**config.mk**
```make
export PLATFORM = sky130hd
export DESIGN_NAME = packet_header_deframer
export DESIGN_NICKNAME = d
export VERILOG_FILES = /design/src/phd_pkg.sv /design/src/packet_header_deframer.sv /design/src/phd_parser.sv /design/src/phd_res_fifo.sv
export SDC_FILE = /design/constraint.sdc
export NUM_CORES = 2
export LEC_CHECK = 0
export ABC_AREA = 1
export BUFFER_PORTS_ARGS = -buffer_cell sky130_fd_sc_hd__clkbuf_2
export CAP_MARGIN = 30
export CORE_MARGIN = 2
export CORE_UTILIZATION = 30
export DETAILED_ROUTE_END_ITERATION = 6
export SETUP_SLACK_MARGIN = 0.5
export SLEW_MARGIN = 40
export SYNTH_ARGS = -nofsm -noshare
export SYNTH_HDL_FRONTEND = slang
export SYNTH_SLANG_ARGS = --single-unit
```
**constraint.sdc**
```tcl
create_clock -name i_clk -period 11.3 [get_ports i_clk]
set_clock_uncertainty 0.1 [all_clocks]
set_input_delay 0.565 -clock i_clk [delete_from_list [all_inputs] [get_ports i_clk]]
set_output_delay 0.565 -clock i_clk [all_outputs]
set_load 0.02 [all_outputs]
```
**src/phd_pkg.sv**
```systemverilog
// ----------------------------------------------------------------------------
// phd_pkg
// Types and constants shared by the packet header deframer modules.
// ----------------------------------------------------------------------------
package phd_pkg;

    localparam int HDR_BYTES     = 23;
    localparam int POS_TYPE      = 4;
    localparam int POS_CHANNEL   = 6;
    localparam int POS_SENDER    = 7;
    localparam int POS_SEQUENCE  = 11;
    localparam int POS_TIME      = 15;
    localparam int POS_LENGTH    = 19;

    localparam logic [31:0] MAGIC_RESET   = 32'h5350_524B;
    localparam logic [16:0] PAYLOAD_RESET = 17'(64 * 1024);

    localparam logic CFG_MAGIC       = 1'b0;
    localparam logic CFG_MAX_PAYLOAD = 1'b1;

    localparam logic KIND_PAYLOAD = 1'b0;
    localparam logic KIND_SUMMARY = 1'b1;

    localparam logic [2:0] ST_OK        = 3'd0;
    localparam logic [2:0] ST_SHORT     = 3'd1;
    localparam logic [2:0] ST_BAD_MAGIC = 3'd2;
    localparam logic [2:0] ST_BEYOND    = 3'd3;
    localparam logic [2:0] ST_TOO_LARGE = 3'd4;

    localparam int FIFO_DEPTH  = 8;
    localparam int PTR_W       = 3;
    localparam int FILL_W      = 4;
    localparam int STALL_LEVEL = FIFO_DEPTH - 4;

    typedef struct packed {
        logic        kind;
        logic [7:0]  payload_byte;
        logic [2:0]  status;
        logic [15:0] msg_type;
        logic [7:0]  channel_id;
        logic [31:0] sender_id;
        logic [31:0] sequence_num;
        logic [31:0] timestamp_bits;
        logic [31:0] payload_length;
        logic        run_last;
    } t_result;

    typedef struct packed {
        logic    pay_vld;
        logic    sum_vld;
        t_result pay;
        t_result sum;
    } t_push;

endpackage

```
**src/packet_header_deframer.sv**
```systemverilog
// ----------------------------------------------------------------------------
// packet_header_deframer
// Gathers a 23-byte little-endian packet header, passes payload bytes on and
// reports a summary with a status at the end of each packet.
// ----------------------------------------------------------------------------
// One packet byte is accepted per clock cycle while o_in_stall is low; each
// byte is held in the input register and passes through the parser, and its
// results are written into an eight-entry result queue whose head is offered
// on the output. A final byte that is also a payload byte yields two results,
// and since the queue drains one result per cycle while the output is not
// stalled, the input is stalled whenever the queue fill plus the two results
// reserved for the byte in flight would exceed four entries. Configuration is
// written through a plain write port, index zero for the expected magic word
// and index one for the payload limit.
module packet_header_deframer #(
    parameter int MAX_PACKET_BYTES = 131072
) (
    input  logic        i_clk,
    input  logic        i_rst_n,
    input  logic        i_cfg_we,
    input  logic        i_cfg_index,
    input  logic [31:0] i_cfg_data,
    input  logic        i_in_valid,
    output logic        o_in_stall,
    input  logic [7:0]  i_data_in,
    input  logic        i_packet_end,
    output logic        o_out_valid,
    input  logic        i_out_stall,
    output logic        o_kind,
    output logic [7:0]  o_payload_byte,
    output logic [2:0]  o_status,
    output logic [15:0] o_msg_type,
    output logic [7:0]  o_channel_id,
    output logic [31:0] o_sender_id,
    output logic [31:0] o_sequence_num,
    output logic [31:0] o_timestamp_bits,
    output logic [31:0] o_payload_length,
    output logic        o_run_last
);

    logic                           in_accept;
    logic                           busy;
    phd_pkg::t_push                 push;
    phd_pkg::t_result               head;
    logic [phd_pkg::FILL_W-1:0]     fill;
    logic [phd_pkg::FILL_W:0]       level;
    logic                           pop;

    assign level      = {1'b0, fill} + {(phd_pkg::FILL_W - 1)'(0), busy, 1'b0};
    assign o_in_stall = (level > (phd_pkg::FILL_W + 1)'(phd_pkg::STALL_LEVEL));
    assign in_accept  = i_in_valid && !o_in_stall;
    assign pop        = o_out_valid && !i_out_stall;

    phd_parser #(
        .MAX_PACKET_BYTES(MAX_PACKET_BYTES)
    ) u_parser (
        .i_clk        (i_clk),
        .i_rst_n      (i_rst_n),
        .i_cfg_we     (i_cfg_we),
        .i_cfg_index  (i_cfg_index),
        .i_cfg_data   (i_cfg_data),
        .i_in_accept  (in_accept),
        .i_data_in    (i_data_in),
        .i_packet_end (i_packet_end),
        .o_busy       (busy),
        .o_push       (push)
    );

    phd_res_fifo u_fifo (
        .i_clk   (i_clk),
        .i_rst_n (i_rst_n),
        .i_push  (push),
        .i_pop   (pop),
        .o_valid (o_out_valid),
        .o_head  (head),
        .o_fill  (fill)
    );

    assign o_kind           = head.kind;
    assign o_payload_byte   = head.payload_byte;
    assign o_status         = head.status;
    assign o_msg_type       = head.msg_type;
    assign o_channel_id     = head.channel_id;
    assign o_sender_id      = head.sender_id;
    assign o_sequence_num   = head.sequence_num;
    assign o_timestamp_bits = head.timestamp_bits;
    assign o_payload_length = head.payload_length;
    assign o_run_last       = head.run_last;

endmodule

```
**src/phd_parser.sv**
```systemverilog
// ----------------------------------------------------------------------------
// phd_parser
// Input register, header capture and result formation for one accepted byte per cycle.
// ----------------------------------------------------------------------------
module phd_parser #(
    parameter int MAX_PACKET_BYTES = 131072
) (
    input  logic              i_clk,
    input  logic              i_rst_n,
    input  logic              i_cfg_we,
    input  logic              i_cfg_index,
    input  logic [31:0]       i_cfg_data,
    input  logic              i_in_accept,
    input  logic [7:0]        i_data_in,
    input  logic              i_packet_end,
    output logic              o_busy,
    output phd_pkg::t_push    o_push
);

    localparam int CNT_W = $clog2(MAX_PACKET_BYTES + 1);
    localparam logic [CNT_W-1:0] MAX_CNT = CNT_W'(MAX_PACKET_BYTES);
    localparam logic [CNT_W-1:0] HDR_CNT = CNT_W'(phd_pkg::HDR_BYTES);

    logic              r_in_valid;
    logic [7:0]        r_data;
    logic              r_end;
    logic [31:0]       r_exp_magic;
    logic [16:0]       r_max_payload;
    logic [CNT_W-1:0]  r_count, n_count;
    logic [31:0]       r_magic, n_magic;
    logic [15:0]       r_type, n_type;
    logic [7:0]        r_channel, n_channel;
    logic [31:0]       r_sender, n_sender;
    logic [31:0]       r_sequence, n_sequence;
    logic [31:0]       r_time, n_time;
    logic [31:0]       r_length, n_length;
    logic [2:0]        status;
    phd_pkg::t_push    push;

    always_comb begin
        n_count    = r_count;
        n_magic    = r_magic;
        n_type     = r_type;
        n_channel  = r_channel;
        n_sender   = r_sender;
        n_sequence = r_sequence;
        n_time     = r_time;
        n_length   = r_length;
        status     = phd_pkg::ST_OK;
        push       = '0;
        push.pay.kind         = phd_pkg::KIND_PAYLOAD;
        push.pay.payload_byte = r_data;
        push.sum.kind         = phd_pkg::KIND_SUMMARY;
        push.sum.run_last     = 1'b1;

        if (r_in_valid && (r_count < MAX_CNT)) begin
            priority if (r_count < CNT_W'(phd_pkg::POS_TYPE)) begin
                n_magic = {r_data, r_magic[31:8]};
            end else if (r_count < CNT_W'(phd_pkg::POS_CHANNEL)) begin
                n_type = {r_data, r_type[15:8]};
            end else if (r_count < CNT_W'(phd_pkg::POS_SENDER)) begin
                n_channel = r_data;
            end else if (r_count < CNT_W'(phd_pkg::POS_SEQUENCE)) begin
                n_sender = {r_data, r_sender[31:8]};
            end else if (r_count < CNT_W'(phd_pkg::POS_TIME)) begin
                n_sequence = {r_data, r_sequence[31:8]};
            end else if (r_count < CNT_W'(phd_pkg::POS_LENGTH)) begin
                n_time = {r_data, r_time[31:8]};
            end else if (r_count < HDR_CNT) begin
                n_length = {r_data, r_length[31:8]};
            end else begin
                push.pay_vld = (32'(r_count - HDR_CNT) < r_length);
            end
            n_count = r_count + CNT_W'(1);
        end

        if (r_in_valid && r_end) begin
            priority if (n_count < HDR_CNT) begin
                status = phd_pkg::ST_SHORT;
            end else if (n_magic != r_exp_magic) begin
                status = phd_pkg::ST_BAD_MAGIC;
            end else if (n_length > 32'(n_count - HDR_CNT)) begin
                status = phd_pkg::ST_BEYOND;
            end else if (n_length > 32'(r_max_payload)) begin
                status = phd_pkg::ST_TOO_LARGE;
            end else begin
                status = phd_pkg::ST_OK;
            end
            push.sum_vld    = 1'b1;
            push.sum.status = status;
            if (status != phd_pkg::ST_SHORT && status != phd_pkg::ST_BAD_MAGIC) begin
                push.sum.msg_type       = n_type;
                push.sum.channel_id     = n_channel;
                push.sum.sender_id      = n_sender;
                push.sum.sequence_num   = n_sequence;
                push.sum.timestamp_bits = n_time;
                push.sum.payload_length = n_length;
            end
            n_count    = '0;
            n_magic    = '0;
            n_type     = '0;
            n_channel  = '0;
            n_sender   = '0;
            n_sequence = '0;
            n_time     = '0;
            n_length   = '0;
        end
    end

    always_ff @(posedge i_clk) begin
        if (!i_rst_n) begin
            r_in_valid    <= 1'b0;
            r_exp_magic   <= phd_pkg::MAGIC_RESET;
            r_max_payload <= phd_pkg::PAYLOAD_RESET;
            r_count       <= '0;
            r_magic       <= '0;
            r_type        <= '0;
            r_channel     <= '0;
            r_sender      <= '0;
            r_sequence    <= '0;
            r_time        <= '0;
            r_length      <= '0;
        end else begin
            r_in_valid <= i_in_accept;
            if (i_cfg_we) begin
                unique case (i_cfg_index)
                    phd_pkg::CFG_MAGIC:       r_exp_magic   <= i_cfg_data;
                    phd_pkg::CFG_MAX_PAYLOAD: r_max_payload <= i_cfg_data[16:0];
                    default:                  r_exp_magic   <= r_exp_magic;
                endcase
            end
            r_count    <= n_count;
            r_magic    <= n_magic;
            r_type     <= n_type;
            r_channel  <= n_channel;
            r_sender   <= n_sender;
            r_sequence <= n_sequence;
            r_time     <= n_time;
            r_length   <= n_length;
        end
    end

    always_ff @(posedge i_clk) begin
        if (i_in_accept) begin
            r_data <= i_data_in;
            r_end  <= i_packet_end;
        end
    end

    assign o_busy = r_in_valid;
    assign o_push = push;

endmodule

```
**src/phd_res_fifo.sv**
```systemverilog
// ----------------------------------------------------------------------------
// phd_res_fifo
// Result queue that takes up to two results per cycle and gives out one per cycle when popped.
// ----------------------------------------------------------------------------
module phd_res_fifo (
    input  logic                        i_clk,
    input  logic                        i_rst_n,
    input  phd_pkg::t_push              i_push,
    input  logic                        i_pop,
    output logic                        o_valid,
    output phd_pkg::t_result            o_head,
    output logic [phd_pkg::FILL_W-1:0]  o_fill
);

    phd_pkg::t_result               r_mem [phd_pkg::FIFO_DEPTH];
    logic [phd_pkg::PTR_W-1:0]      r_wr, n_wr;
    logic [phd_pkg::PTR_W-1:0]      r_rd;
    logic [phd_pkg::FILL_W-1:0]     r_fill, n_fill;
    logic [phd_pkg::PTR_W-1:0]      sum_addr;

    assign sum_addr = r_wr + phd_pkg::PTR_W'(i_push.pay_vld);

    always_comb begin
        n_wr   = r_wr + phd_pkg::PTR_W'(i_push.pay_vld) + phd_pkg::PTR_W'(i_push.sum_vld);
        n_fill = r_fill + phd_pkg::FILL_W'(i_push.pay_vld)
                 + phd_pkg::FILL_W'(i_push.sum_vld) - phd_pkg::FILL_W'(i_pop);
    end

    always_ff @(posedge i_clk) begin
        if (!i_rst_n) begin
            r_wr   <= '0;
            r_rd   <= '0;
            r_fill <= '0;
        end else begin
            r_wr   <= n_wr;
            r_fill <= n_fill;
            if (i_pop) begin
                r_rd <= r_rd + phd_pkg::PTR_W'(1);
            end
        end
    end

    always_ff @(posedge i_clk) begin
        if (i_push.pay_vld) begin
            r_mem[r_wr] <= i_push.pay;
        end
        if (i_push.sum_vld) begin
            r_mem[sum_addr] <= i_push.sum;
        end
    end

    assign o_valid = (r_fill != '0);
    assign o_head  = r_mem[r_rd];
    assign o_fill  = r_fill;

endmodule

```
==> results.toml <==
[final_layout]
drive_above_1_share_pct = 8.570
register_area_um2 = 44260
stdcell_count = 11050
layout.nets = 7872
area_delta_synth_final_pct = 14.36
multiInputGateArea_um2 = 23450
design_area_um2 = 81630
utilization_pct = 34.42
fillers = 24070

[die]
die-width_um = 491.8
start_util_pct = 30.09
die_h_um = 491.8
num_io_pins = 214
rows = 179
fp.coreArea_um2 = 237200
die_area_um2 = 241800

[detailed_routing]
drtPass1Iterations = 5
ant_nets = 0
wirelength_um = 224600
drc_errors = 0
viasPerCell = 4.977
routedWlPerCell_um = 20.34
route.vias.total = 54980
dr.first_iter.drc_count = 5207

[power]
swShare_pct = 34.61
leakagePower_nw = 30.80
seqPwrFrac_pct = 39.9
vdd_drop_max_mv = 0.1347
power.density_nw_per_um2 = 198.2
intPower_mw = 10.58
comb_power_share_pct = 25.7
p_sw_mw = 5.599
p_total_mw = 16.18
clockPowerShare_pct = 34.4

[worst_hold_path]
hold_end = "u_parser.r_exp_magic[4]"
hold_start = "i_cfg_data[4]"
hold_path_class = "in2reg"
hold-path-cell-count = 3

[synth]
ys_warn_count = 0
synth_top_cell_by_area = "edfxtp_1"
synth_top_area_share_pct = 52.55
synth_area_per_cell_um2 = 9.217
synth_area_leaders = "edfxtp_1 53%, nor2_1 14%, dfxtp_1 9.5%"
synth_edf_count = 1249
synth_flop_cell = "edfxtp_1"
syn_area_um2 = 71380
synthArstFlopShare_pct = 0
ys_seq_elements = 1586
syn_inst = 7744
syn-num-nets = 7886
ys_seq_area_share_pct = 62.00
ys_types = 45

[timing]
hold_viol = 0
setup_violations = 0
relSlewSlack_pct = 37.55
tightest_slew_ns = 0.9367
finalMaxSlewViolations = 0
max_freq_ghz = 0.1299
hold_slack_ns = 0.06045
fin_crit_ns = 7.698
fin_ws_ns = 3.602
setup_tns_ns = 0
rsz0062_at_grt = "no"
period_share_pct = 68.13

[setup_path]
end_kind = "flip-flop"
worstReg2RegEnd = "u_fifo.r_mem[1][70]"
path_class = "reg2reg"
cp.required_ns = 11.68
r2r_start = "u_parser.r_count[0]"
critPathLaunchType = "flip-flop"
critPathMaxFanout = 66
r2r_cells = 27
ff2ff_setup_slack_ns = 3.60
cp_common_cell = "nor2_1"
worst_ep_arrival_time_ns = 8.08
cp_slowest_stage_delay_ns = 0.80
critical-path-slowest-cell = "nand2_4"

[placement]
routabilityCongestion = 0.8283
post_dp_cell_area_um2 = 75510
dpl.hpwl_um = 129300
port_buffers = 213
dp.cells = 10690
place_ws_ns = 3.650

[global_route]
grt_pass1_wl_um = 336500
grt.met3_usage_pct = 2.584
gr-total-overflow = 0
top_usage_layer = "met2"
grt_max_degree = 199
groute.usage.overall_pct = 18.07
met1_usage_pct = 24.01
grtUsageMet2_pct = 30.66
grt_antenna_before_repair = 10
grt_pass1_vias = 53550

[clocking]
clock_latency_ns = 0.84
cts-root-buf = "clkbuf_16"
clock-sinks = 1586
postCtsHoldBufs = 38
cts_made_buffers = 169
post_cts_buffers = 0
cts-resized-gates = 0
clkTransAtPathRegs_ns = 0.06
htree_levels = 4
cts_tree = "yes"
clockBufferDepth = 3

[job]
drv_cap = 0

[outcome]
outcome = "finished, final reports clean"
cells in the mapped netlist, types with 3 or more instances:
master,instances
nor2_1,2712
edfxtp_1,1249
o21ai_0,813
nand2_1,713
inv_1,502
clkbuf_1,442
dfxtp_1,337
a31oi_1,165
o22ai_1,156
a21oi_1,108
ha_1,93
nand3_1,92
nand2_2,82
buf_1,35
o21a_1,35
xor2_1,31
nand4_1,30
buf_2,25
a21boi_0,24
o211ai_1,16
nor3_1,9
a221oi_1,8
nand3b_1,8
xnor2_1,7
buf_6,6
nor4_1,5
buf_4,4
buf_8,4
a21o_1,3
nor2_2,3
nor2_4,3
o21ai_1,3
or2_2,3
worst max-delay path, delay by kind of cell, from the launching register on:
kind,cells,cell delay (ns)
simple gates,11,3.37
buf+inv,7,1.56
fa+ha+maj,4,1.02
compound gates,4,0.61
flops,1,0.36
xor+xnor,1,0.22
cells by family after synthesis:
family	synth area share, %
buf+inv	5.560
compound gates	10.30
fa+ha+maj	1.686
xor+xnor	0.4663
simple gates	19.99
flops	62.00
cells in the final DEF, fill, tap and decap left out, drive strengths merged, types with 7 or more instances in the layout:
| cell | instances |
|---|---|
| a31oi | 165 |
| clkbuf | 457 |
| nor2 | 2718 |
| o22ai | 156 |
| bufinv | 7 |
| a21oi | 108 |
| edfxtp | 1249 |
| nand4 | 30 |
| ha | 93 |
| nor3 | 9 |
| o21ai | 818 |
| o211ai | 16 |
| dlygate4sd3 | 38 |
| nand3b | 8 |
| nand2 | 795 |
| buf | 79 |
| xor2 | 31 |
| nand3 | 92 |
| clkinvlp | 7 |
| clkinv | 59 |
| a21boi | 24 |
| inv | 506 |
| o21a | 35 |
| xnor2 | 7 |
| dfxtp | 337 |
| a221oi | 8 |
sequential cells by signal (all words and copies together) (netlist names), named ones only:
signal	count
u_parser.r_data	8
u_parser.r_type	16
u_fifo.r_mem	1312
u_parser.r_sequence	32
u_parser.r_exp_magic	32
u_parser.r_count	18
u_fifo.r_wr	3
u_parser.r_time	32
u_parser.r_sender	32
u_parser.r_end	1
u_parser.r_channel	8
u_fifo.o_fill	4
u_parser.o_busy	1
u_parser.r_magic	32
u_parser.r_max_payload	17
u_fifo.r_rd	3
u_parser.r_length	32
area by class of cell:
| cell class | instances | area share (%) |
|---|---|---|
| Antenna cell | 3 | 0.009197 |
| Clock buffer | 243 | 5.774 |
| Clock inverter | 74 | 1.074 |
| Inverter | 505 | 2.368 |
| Multi-Input combinational cell | 5137 | 28.72 |
| Sequential cell | 1586 | 54.22 |
| Tap cell | 3167 | 4.854 |
| Timing Repair Buffer | 331 | 2.977 |
power groups by stage:
stage / combinational [mW] / sequential, mW / clock, mW
5_1_grt: 4.53 / 6.46 / 5.88
3_3_place_gp: 4.14 / 6.57 / 0
2_1_floorplan: 2.51 / 6.53 / 0
4_1_cts: 4.24 / 6.45 / 5.65
6_report: 4.16 / 6.45 / 5.57
3_5_place_dp: 4.21 / 6.58 / 0
metal layers:
layer	vias up	wire length, µm
li1	25720	-
met1	27130	96270
met2	1848	108400
met3	278	14390
met4	4	5527
met5	-	16
how the worst max path moves through the flow:
| stage | from | to | slack, ns | cells past startpoint |
|---|---|---|---|---|
| after floorplan | u_parser.r_count[0] | u_fifo.r_mem[4][100] | 2.63 | 28 |
| after global placement | u_parser.r_count[0] | u_fifo.r_mem[1][71] | 3.12 | 26 |
| after detailed placement | u_parser.r_count[0] | u_fifo.r_mem[1][71] | 3.65 | 26 |
| after CTS | u_parser.r_count[0] | u_fifo.r_mem[1][70] | 3.60 | 26 |
| after global routing | u_parser.r_count[0] | u_fifo.r_mem[1][74] | 3.13 | 27 |
| final | u_parser.r_count[0] | u_fifo.r_mem[1][70] | 3.60 | 27 |
Power figures use the tool's default switching activity.
